[src/rtl/constant_divisor_divide_remainder_assert.svh]
// Assertion macros for the constant divisor divider.
// Each macro expects clk and rst_n in scope.
`ifndef CONSTANT_DIVISOR_DIVIDE_REMAINDER_ASSERT_SVH
`define CONSTANT_DIVISOR_DIVIDE_REMAINDER_ASSERT_SVH

// Same-cycle implication.
`define CDD_ASSERT_IMP(label, ante, cons) \
  label: assert property (@(posedge clk) disable iff (!rst_n) (ante) |-> (cons)) \
    else $error("assertion failed");

// Next-cycle implication.
`define CDD_ASSERT_NXT(label, ante, cons) \
  label: assert property (@(posedge clk) disable iff (!rst_n) (ante) |=> (cons)) \
    else $error("assertion failed");

`endif

[src/rtl/cdd_pkg.sv]
// ----------------------------------------------------------------------------
// cdd_pkg
// Shared widths, register indexes and types of the constant divisor divider.
// ----------------------------------------------------------------------------
`default_nettype none

package cdd_pkg;

  localparam int DATA_WIDTH = 64;
  localparam int HALF_WIDTH = 32;
  localparam int LEN_W      = 7;   // bit length of the divisor, 0..64
  localparam int STEP_W     = 8;   // reciprocal steps, up to 128

  localparam logic [1:0] CFG_DIVISOR = 2'd0;
  localparam logic [1:0] CFG_SIGNED  = 2'd1;
  localparam logic [1:0] CFG_WIDE    = 2'd2;

  // Divisor as seen by the datapath.
  typedef struct packed {
    logic [DATA_WIDTH-1:0] da;    // divisor magnitude
    logic                  dneg;
    logic                  zero;
    logic                  sgn;
    logic                  wide;
  } dcfg_t;

  // Reciprocal: m = 2^64 + m_lo = floor((2^(64+len)-1)/da).
  typedef struct packed {
    logic [DATA_WIDTH-1:0] m_lo;
    logic [LEN_W-1:0]      len;
    logic                  busy;
  } recip_t;

  function automatic logic [DATA_WIDTH-1:0] op_mask(input logic wide);
    return wide ? {DATA_WIDTH{1'b1}} : {{(DATA_WIDTH-HALF_WIDTH){1'b0}}, {HALF_WIDTH{1'b1}}};
  endfunction

endpackage

`default_nettype wire

[src/rtl/cdd_recip.sv]
// ----------------------------------------------------------------------------
// cdd_recip
// Derives the reciprocal of the divisor magnitude: bit-length scan, then
// restoring division of an all-ones word, one bit per cycle.
// ----------------------------------------------------------------------------
`default_nettype none

module cdd_recip import cdd_pkg::*; (
  input  wire logic                  clk,
  input  wire logic                  rst_n,
  input  wire logic                  start,
  input  wire logic [DATA_WIDTH-1:0] da,
  input  wire logic                  zero,
  output recip_t                     rc
);

  typedef enum logic [1:0] {ST_IDLE, ST_SCAN, ST_DIV} state_t;

  state_t                state_r, state_nxt;
  logic [DATA_WIDTH-1:0] t_r, t_nxt;
  logic [LEN_W-1:0]      len_r, len_nxt;
  logic [STEP_W-1:0]     k_r, k_nxt;
  logic [DATA_WIDTH-1:0] rem_r, rem_nxt;
  logic [DATA_WIDTH-1:0] q_r, q_nxt;
  logic [DATA_WIDTH:0]   rem2;
  logic [DATA_WIDTH:0]   rem_sub;
  logic                  ge;

  assign rem2    = {rem_r, 1'b1};
  assign ge      = rem2 >= {1'b0, da};
  assign rem_sub = rem2 - {1'b0, da};

  always_comb begin
    state_nxt = state_r;
    t_nxt     = t_r;
    len_nxt   = len_r;
    k_nxt     = k_r;
    rem_nxt   = rem_r;
    q_nxt     = q_r;
    if (start) begin
      t_nxt     = da;
      len_nxt   = '0;
      state_nxt = zero ? ST_IDLE : ST_SCAN;
    end else begin
      case (state_r)
        ST_SCAN: begin
          if (t_r != '0) begin
            t_nxt   = t_r >> 1;
            len_nxt = len_r + LEN_W'(1);
          end else begin
            k_nxt     = STEP_W'(DATA_WIDTH) + STEP_W'(len_r);
            rem_nxt   = '0;
            q_nxt     = '0;
            state_nxt = ST_DIV;
          end
        end
        ST_DIV: begin
          rem_nxt = ge ? rem_sub[DATA_WIDTH-1:0] : rem2[DATA_WIDTH-1:0];
          q_nxt   = {q_r[DATA_WIDTH-2:0], ge};
          k_nxt   = k_r - STEP_W'(1);
          if (k_r == STEP_W'(1)) state_nxt = ST_IDLE;
        end
        default: ;
      endcase
    end
  end

  always_ff @(posedge clk) begin
    if (!rst_n) begin
      state_r <= ST_IDLE;
    end else begin
      state_r <= state_nxt;
    end
    t_r   <= t_nxt;
    len_r <= len_nxt;
    k_r   <= k_nxt;
    rem_r <= rem_nxt;
    q_r   <= q_nxt;
  end

  assign rc.m_lo = q_r;
  assign rc.len  = len_r;
  assign rc.busy = (state_r != ST_IDLE);

endmodule

`default_nettype wire

[config.mk]
export PLATFORM = sky130hd
export DESIGN_NAME = cdd_recip
export DESIGN_NICKNAME = d
export VERILOG_FILES = /design/src/rtl/constant_divisor_divide_remainder_assert.svh /design/src/rtl/cdd_pkg.sv /design/src/rtl/cdd_recip.sv
export SDC_FILE = /design/constraint.sdc
export NUM_CORES = 1
export LEC_CHECK = 0
export BUFFER_PORTS_ARGS = -buffer_cell sky130_fd_sc_hd__buf_4
export CAP_MARGIN = 20
export CORE_MARGIN = 4
export CORE_UTILIZATION = 50
export CTS_CLUSTER_DIAMETER = 50
export DETAILED_ROUTE_END_ITERATION = 10
export PLACE_DENSITY = 0.71
export SLEW_MARGIN = 15
export SYNTH_ARGS = -nofsm -noshare
export SYNTH_HDL_FRONTEND = slang
export SYNTH_SLANG_ARGS = --single-unit
[constraint.sdc]
create_clock -name clk -period 30.8 [get_ports clk]
set_input_delay 7.7 -clock clk [delete_from_list [all_inputs] [get_ports clk]]
set_output_delay 7.7 -clock clk [all_outputs]
set_load 0.01 [all_outputs]
==> Word-level counts from Yosys, hierarchy flattened <==
Index checks and enable logic that the tools add are counted.
{ "totals": {"ff_bits": 209, "inputBits": 68, "output_inout_bits": 72, "wordCells": 42} }
{ "classes": {"add_sub_neg": 4, "order_cmp": 1, "eq_ne": 6, "n_mux": 14, "bitwise": 1, "n_reduce_logical": 10} }
{ "ops": {"columns": ["cell", "n"], "rows": [
  ["64-bit 2-to-1 mux", 5],
  ["64-bit case mux with 2 select lines", 2],
  ["65-bit by 64-bit >= comparator with 1-bit output", 1],
  ["64-bit nonzero test", 1],
  ["64-bit subtractor", 1],
  ["8-bit case mux with 2 select lines", 1],
  ["7-bit by 7-bit adder with 8-bit output, first input constant", 1],
  ["8-bit by 1-bit == test with 1-bit output, second input constant", 1],
  ["8-bit 2-to-1 mux", 1],
  ["2-bit nonzero test", 4],
  ["8-bit by 1-bit subtractor with 8-bit output, second input constant", 1],
  ["7-bit by 1-bit adder with 7-bit output, second input constant", 1],
  ["2-bit 2-to-1 mux", 3],
  ["3-bit inequality test, second input constant", 2],
  ["3-bit AND reduction", 2],
  ["2-bit case mux with 2 select lines", 1],
  ["2-bit AND reduction", 2],
  ["3-bit nonzero test", 1],
  ["2-bit by 1-bit == test with 1-bit output, second input constant", 1],
  ["2-bit == test, second input constant", 1],
  ["2-bit inequality test, second input constant", 1],
  ["1-bit 2-to-1 mux", 1],
  ["1-bit inverter", 1]
]} }

==> Logic depth before layout (Yosys ltp) <==
Gate-level depths: netlist of run 1.
{ "depth": {"depth_word": 4, "depth_mapped": 14, "ltp_nobuf": 13} }

==> Worst setup path before layout of run 1 <==
No wires, ideal clock.
{ "synth_path": {"path_type": "input to register", "from": "in start", "to": "reg k_r[0] (enable)", "setup_ps": 632, "arrival_ps": 15294, "required_time_ps": 30168, "path_slack_ps": 14874, "path_stages": 3, "n_path_buf": 1, "cell_sequence": "clkbuf_1 nand2b_1 nor2_1"} }
{ "synth_via": {"elab_chain_len": 2} }
{ "synth_lines": {"columns": ["element", "line", "text"], "rows": [
  ["from (decl)", "cdd_recip.sv:11", "input wire logic start,"],
  ["1-bit inverter (no source line)", null, null],
  ["3-bit AND reduction (no source line)", null, null],
  ["to (signal assigned)", "cdd_recip.sv:76", "k_r <= k_nxt;"],
  ["to (decl)", "cdd_recip.sv:22", "logic [STEP_W-1:0] k_r, k_nxt;"]
]} }
No other way between the ends.
A chain may end at the register's enable or synchronous reset.

==> Final worst setup path of run 1 <==
{ "layout_path": {"from": "in da[32]", "to": "reg rem_r[47] (data pin)"} }
{ "layout_via": {"elab_chain_len": 3, "elab_cells_between_ends": 4, "cone_classes": "add/sub (1); order compare (1); mux (2)"} }
{ "layout_lines": {"columns": ["element", "line", "text"], "rows": [
  ["from (decl)", "cdd_recip.sv:12", "input wire logic [DATA_WIDTH-1:0] da,"],
  ["64-bit subtractor or 65-bit by 64-bit >= comparator with 1-bit output (tied branches)", "cdd_recip.sv:31, cdd_recip.sv:30", null],
  ["64-bit 2-to-1 mux (*)", "cdd_recip.sv:58", "rem_nxt = ge ? rem_sub[DATA_WIDTH-1:0] : rem2[DATA_WIDTH-1:0];"],
  ["64-bit case mux with 2 select lines (*)", "cdd_recip.sv:45", "case (state_r)"],
  ["to (signal assigned)", "cdd_recip.sv:77", "rem_r <= rem_nxt;"],
  ["to (decl)", "cdd_recip.sv:23", "logic [DATA_WIDTH-1:0] rem_r, rem_nxt;"]
]} }
Every way passes the cells marked *; elsewhere a longest branch is shown, timed or not.

==> results of run 1 <==
synthesized netlist by cell type (7+ instances only):
| master | count |
|---|---|
| a21o_1 | 36 |
| a21oi_1 | 123 |
| a31oi_1 | 8 |
| and2_1 | 72 |
| and3_1 | 7 |
| buf_2 | 8 |
| clkbuf_1 | 42 |
| dfxtp_1 | 9 |
| edfxtp_1 | 200 |
| ha_1 | 69 |
| inv_1 | 97 |
| mux2_2 | 63 |
| mux2i_1 | 10 |
| nand2_1 | 115 |
| nand2b_1 | 9 |
| nand3_1 | 28 |
| nand3b_1 | 8 |
| nand4_1 | 24 |
| nor2_1 | 66 |
| nor3_1 | 19 |
| nor4_1 | 22 |
| o21a_1 | 13 |
| o21ai_0 | 44 |
| o21bai_1 | 17 |
| o31ai_1 | 7 |
| or2_2 | 8 |
| or3_1 | 10 |
| xnor2_1 | 36 |
| xor2_1 | 20 |
worst min-delay path: cells and delay by family, from the launching register on:
family          cells  cell delay [ns]
flops               1             0.31
buf+inv             1             0.09
compound gates      1             0.09
final timing paths:
path | startpoint | endpoint | slack, ns | depth (start not counted)
worst max-delay path | da[32] | rem_r[47] | 20.04 | 12
worst min-delay path | state_r[1] | state_r[1] | 0.54 | 2
worst max register to register | t_r[34] | rem_r[21] | 26.00 | 7
worst min register to register | state_r[1] | state_r[1] | 0.54 | 2
kinds of logic (layout without fill, tap and decap cells):
group	Yosys count	after routing	share of synthesized area, %
simple gates	402	402	15.61
flops	209	209	47.54
buf+inv	152	295	4.548
xor+xnor	56	56	3.769
compound gates	315	315	15.53
fa+ha+maj	70	70	6.788
mux	73	73	6.221
where the power goes:
group          switching, mW  internal, mW
registers            0.00927         0.329
clock network          0.124         0.178
logic                 0.0686        0.0492
flip-flops by register name, indices dropped and copies added, names as in the netlist:
signal and flops:
state_r 2, len_r 7, q_r 64, rem_r 64, t_r 64, k_r 8
layout make-up:
cell class	instances	area [µm²]
fill	2174	10210
multi-input combinational	916	6267
sequential	209	6186
timing repair buffer	146	1096
clock buffer	40	744.5
tap	330	412.9
inverter	99	371.6
clock inverter	10	112.6
metal layers:
metal | global-route usage, % | share of wire, % | vias up
li1 | - | - | 4913
met4 | 5.075 | 1.9 | 0
met5 | 0 | 0 | -
met3 | 3.331 | 6.7 | 41
met1 | 32.57 | 47 | 4802
met2 | 34.42 | 44 | 365
per-stage QoR:
step | total power [mW] | setup slack, ns
after floorplan | 0.4240 | 14.87
after global placement | 0.4585 | 19.59
after detailed placement | 0.4599 | 19.50
after CTS | 0.7639 | 20.08
after global routing | 0.7913 | 19.72
final | 0.7576 | 20.04
==> results.sh, run 1 <==
export IMPL_clockRootBuffer="clkbuf_16"
export IMPL_gp_congestion=0.9225
export IMPL_synth_area_leader_cell="edfxtp_1"
export IMPL_portBuffers=139
export IMPL_ys_seq_area_share_pct=47.54
export IMPL_vias=10120
export IMPL_first_pass_iters=8
export IMPL_synthTopCellsByArea="edfxtp_1, ha_1, mux2_2, a21oi_1, and2_1"
export IMPL_synthFlopType="edfxtp_1"
export IMPL_tns_ns=0
export IMPL_clk_latency_ns=0.55
export IMPL_fin_cells=1750
export IMPL_core_area_mm2=0.02540
export IMPL_leakagePower_nw=6.170
export IMPL_row_count=58
export IMPL_slew_headroom_pct=29.97
export IMPL_antenna_cells=0
export IMPL_holdCritPathClass="reg -> reg"
export IMPL_grt_pass1_vias=9822
export IMPL_synthToLayoutAreaGrowth_pct=16.74
export IMPL_path_buf_inv=2
export IMPL_ys_async_sr_fraction_pct=0
export IMPL_setup_violations_final=0
export IMPL_final_area_mm2=0.01519
export IMPL_drv_slew=0
export IMPL_synth_nets=1415
export IMPL_crit_arrival_ns=11.17
export IMPL_cp_start_kind="input pin"
export IMPL_cts_hold_fix_buffers=0
export IMPL_layout_commonest_cell="edfxtp_1"
export IMPL_grt_overflow=0
export IMPL_placed_cell_area_mm2=0.01433
export IMPL_start_util_pct=51.23
export IMPL_grt_setup_unrepaired="no"
export IMPL_cp_required_ns=31.20
export IMPL_crit_family="compound AO/OA/AOI/OAI gates"
export IMPL_postCtsResizedCells=0
export IMPL_utilization_pct=59.81
export IMPL_tightest_slew_ns=1.048
export IMPL_ys_ff_latch=209
export IMPL_die_w_um=169.3
export IMPL_antenna_found_initial=0
export IMPL_grt_pass1_wl_um=51840
export IMPL_clock_sinks=209
export IMPL_drive_gt1_share_pct=19.01
export IMPL_worst_setup_path_type="in -> reg"
export IMPL_drt_initial_drc_count=987
export IMPL_postCtsSetupBuffers=0
export IMPL_yosysUniqueCellTypes=67
export IMPL_final_nets=1537
export IMPL_maxCapViolCount=0
export IMPL_timing_final_crit_share_pct=34.94
export IMPL_max_freq_ghz=0.09293
export IMPL_pin_count=140
export IMPL_ir_worst_vdd_mv=0.04084
export IMPL_timing_hold_ws_ns=0.5442
export IMPL_dieArea_mm2=0.02867
export IMPL_grtUsageTotal_pct=22.00
export IMPL_clockBufferDepth=3
export IMPL_slowest_delay_ns=0.76
export IMPL_syn_cell_area_mm2=0.01301
export IMPL_min_period_ns=10.76
export IMPL_cts_htree_levels=1
export IMPL_end_kind="flip-flop"
export IMPL_fin_skew_ns=0.01470
export IMPL_syn_area_per_cell_um2=10.19
export IMPL_grt_max_degree=89
export IMPL_dieHeight_um=169.3
export IMPL_path_cells="buf_4 > inv_1 > ha_1 > a21oi_1 > o21ai_1 > o21bai_1 > a221oi_1 > o221ai_1 > nor4_1 > a21oi_4 > nor2_1 > a22o_1"
export IMPL_yosys_warnings=0
export IMPL_powerDensity_mw_per_mm2=49.87
export IMPL_crit_fanout=27
export IMPL_post_route_drc_count=0
export IMPL_synth_top_cell_area_share_pct=46.15
export IMPL_cts_buffers=27
export IMPL_layout_common_cells="edfxtp_1, buf_4, a21oi_1, nand2_1, inv_1"
export IMPL_synth_edf_count=200
export IMPL_status="complete, no violations"
export IMPL_antenna_left=0
export IMPL_path_clk_slew_ns=0.06
export IMPL_syn_inst=1277
export IMPL_placed_cells=1700
export IMPL_hpwlAfterDp_um=23850
export IMPL_routedWlPerCell_um=18.60
export IMPL_routed_via_density=5.783
export IMPL_slowest_stage="nor2_1"
export IMPL_finalWirelength_um=32560
export IMPL_finalHoldViolCount=0
export IMPL_cts_tree="yes"
Note: power is estimated with default switching activity, not from simulation.
==> run 2: changes to the inputs <==
--- a/config.mk
+++ b/config.mk
@@ -11,7 +11,7 @@
 export CORE_UTILIZATION = 50
 export CTS_CLUSTER_DIAMETER = 50
 export DETAILED_ROUTE_END_ITERATION = 10
-export PLACE_DENSITY = 0.71
+export PLACE_DENSITY = 0.73
 export SLEW_MARGIN = 15
 export SYNTH_ARGS = -nofsm -noshare
 export SYNTH_HDL_FRONTEND = slang
==> constraint.sdc (replaced) <==
create_clock -name clk -period 9.25 [get_ports clk]
set_input_delay 2.3125 -clock clk [delete_from_list [all_inputs] [get_ports clk]]
set_output_delay 2.3125 -clock clk [all_outputs]
set_load 0.01 [all_outputs]
==> run 2 against run 1 <==
  * Critical path depth increased by 1
  * Design area is essentially flat
  * Power increased to 3.4 times the previous value
  * Core utilization increased by 0.059 points
  * Combinational power rose to 3.3 times the previous value
  * Sequential cell count is the same
  * Clock power grew to 3.4 times the previous value
  * Cell count is the same
  * Clock-buffer cell count fell by 9
  * Register-to-register slack worse by 22 ns
  * Via count rose by 0.59%
==> results.sh, run 2 (synthesized netlist as in run 1, its figures left out) <==
export IMPL_final_area_mm2=0.01521
export IMPL_hpwlAfterDp_um=23960
export IMPL_slowest_stage="nor2_1"
export IMPL_drv_slew=0
export IMPL_gp_congestion=0.9190
export IMPL_grt_pass1_wl_um=52780
export IMPL_clock_sinks=209
export IMPL_cp_depth=13
export IMPL_finalWirelength_um=33100
export IMPL_portBuffers=139
export IMPL_timing_final_crit_share_pct=61.99
export IMPL_post_route_drc_count=0
export IMPL_rrSetupSlack_ns=3.86
export IMPL_fin_cells=1750
export IMPL_status="complete, no violations"
export IMPL_top_regs="q_r x64, rem_r x64, t_r x64"
export IMPL_core_area_mm2=0.02540
export IMPL_layout_commonest_cell="edfxtp_1"
export IMPL_holdCritPathClass="reg -> reg"
export IMPL_die_w_um=169.3
export IMPL_grtUsageTotal_pct=22.49
export IMPL_setup_violations_final=0
export IMPL_fin_skew_ns=0.01085
export IMPL_end_kind="flip-flop"
export IMPL_multi_input_area_mm2=0.006267
export IMPL_max_freq_ghz=0.1744
export IMPL_finalHoldViolCount=0
export IMPL_ff2ff_path_depth=7
export IMPL_placed_cell_area_mm2=0.01433
export IMPL_final_nets=1537
export IMPL_power_mw=2.540
export IMPL_endpoint="rem_r[41]"
export IMPL_routedWlPerCell_um=18.91
export IMPL_crit_family="compound AO/OA/AOI/OAI gates"
export IMPL_r2r_start="t_r[42]"
export IMPL_antenna_cells=0
export IMPL_fillers=2187
export IMPL_placed_cells=1700
export IMPL_grt_overflow=0
export IMPL_row_count=58
export IMPL_cp_required_ns=9.65
export IMPL_clockRootBuffer="clkbuf_16"
export IMPL_cts_hold_fix_buffers=0
export IMPL_dieArea_mm2=0.02867
export IMPL_clockBufferDepth=3
export IMPL_start_util_pct=51.23
export IMPL_path_cells="buf_4 > inv_1 > ha_1 > a21oi_1 > o21a_1 > o21ai_0 > a221oi_1 > o221ai_1 > nor4_1 > a21oi_4 > buf_4 > nor2_1 > a22o_1"
export IMPL_cts_tree="yes"
export IMPL_fin_ws_ns=3.516
export IMPL_first_pass_iters=6
export IMPL_crit_arrival_ns=6.13
export IMPL_antenna_left=0
export IMPL_postCtsSetupBuffers=0
export IMPL_powerDensity_mw_per_mm2=167.0
export IMPL_cp_start_kind="input pin"
export IMPL_min_period_ns=5.734
export IMPL_layout_common_cells="edfxtp_1, buf_4, a21oi_1, nand2_1, inv_1"
export IMPL_tns_ns=0
export IMPL_leakagePower_nw=6.182
export IMPL_slew_headroom_pct=32.44
export IMPL_critPathLaunch="da[36]"
export IMPL_vias=10180
export IMPL_synthToLayoutAreaGrowth_pct=16.86
export IMPL_r2r_end="q_r[49]"
export IMPL_seqCellArea_mm2=0.006186
export IMPL_pin_count=140
export IMPL_worst_setup_path_type="in -> reg"
export IMPL_cts_htree_levels=1
export IMPL_drt_initial_drc_count=896
export IMPL_maxCapViolCount=0
export IMPL_tightest_slew_ns=1.013
export IMPL_antenna_found_initial=1
export IMPL_grt_setup_unrepaired="no"
export IMPL_path_buf_inv=3
export IMPL_crit_path_frequent_cell="buf_4"
export IMPL_cts_buffers=27
export IMPL_ir_worst_vdd_mv=0.1324
export IMPL_routed_via_density=5.818
export IMPL_grt_max_degree=81
export IMPL_postCtsResizedCells=0
export IMPL_drive_gt1_share_pct=19.37
export IMPL_crit_fanout=32
export IMPL_slowest_delay_ns=0.70
export IMPL_dieHeight_um=169.3
export IMPL_pre_cts_slack_ns=2.956
export IMPL_path_clk_slew_ns=0.06
export IMPL_clk_latency_ns=0.54
export IMPL_grt_pass1_vias=9869
==> run 2: changes by cell type in the layout (fill, tap and decap cells not counted), sizes merged <==
| cell | before | now |
|---|---|---|
| inv | 104 | 105 |
| clkinvlp | 2 | 3 |
| clkinv | 2 | 8 |
| clkbuf | 40 | 31 |
| bufinv | 1 | 2 |
==> run 2: worst min path at each step <==
stage	cells after the start	slack [ns]	to	start
detailed placement	1	0.54	q_r[16]	q_r[15]
global placement	2	0.52	state_r[1]	state_r[1]
floorplan	2	0.49	state_r[1]	state_r[1]
finish	2	0.55	state_r[1]	state_r[1]
CTS	2	0.55	state_r[1]	state_r[1]
global route	1	0.58	q_r[12]	q_r[11]
==> run 2: through the flow <==
stage | util [%] | hold WS, ns
finish | 59.87 | 0.5517
CTS | 59.87 | 0.5524
floorplan | - | 0.4930
global route | 59.87 | 0.5751
global placement | 56.43 | 0.5211
detailed placement | 56.43 | 0.5399
==> run 2: report_power, final <==
part,switching (mW),internal [mW]
Clock,0.421,0.601
Combinational,0.230,0.164
Sequential,0.0301,1.09
==> run 2: per-layer routing <==
layer,global-route usage [%],wire length (µm)
met2,34.77,14620
met4,5.880,920
met3,3.890,2246
met5,0,11
met1,33.09,15310
==> run 2: cell type report <==
cell class / instances / area share, %
Tap cell: 330 / 2.715
Clock inverter: 19 / 1.193
Sequential cell: 209 / 40.68
Clock buffer: 31 / 4.542
Timing Repair Buffer: 146 / 7.208
Multi-Input combinational cell: 916 / 41.22
Inverter: 99 / 2.444
==> run 2: worst reg2reg max path, delay by kind of cell (launching register included) <==
| kind | cells | cell delay [ns] |
|---|---|---|
| compound gates | 1 | 0.94 |
| buf+inv | 2 | 1.57 |
| simple gates | 4 | 2.06 |
| flops | 1 | 0.41 |
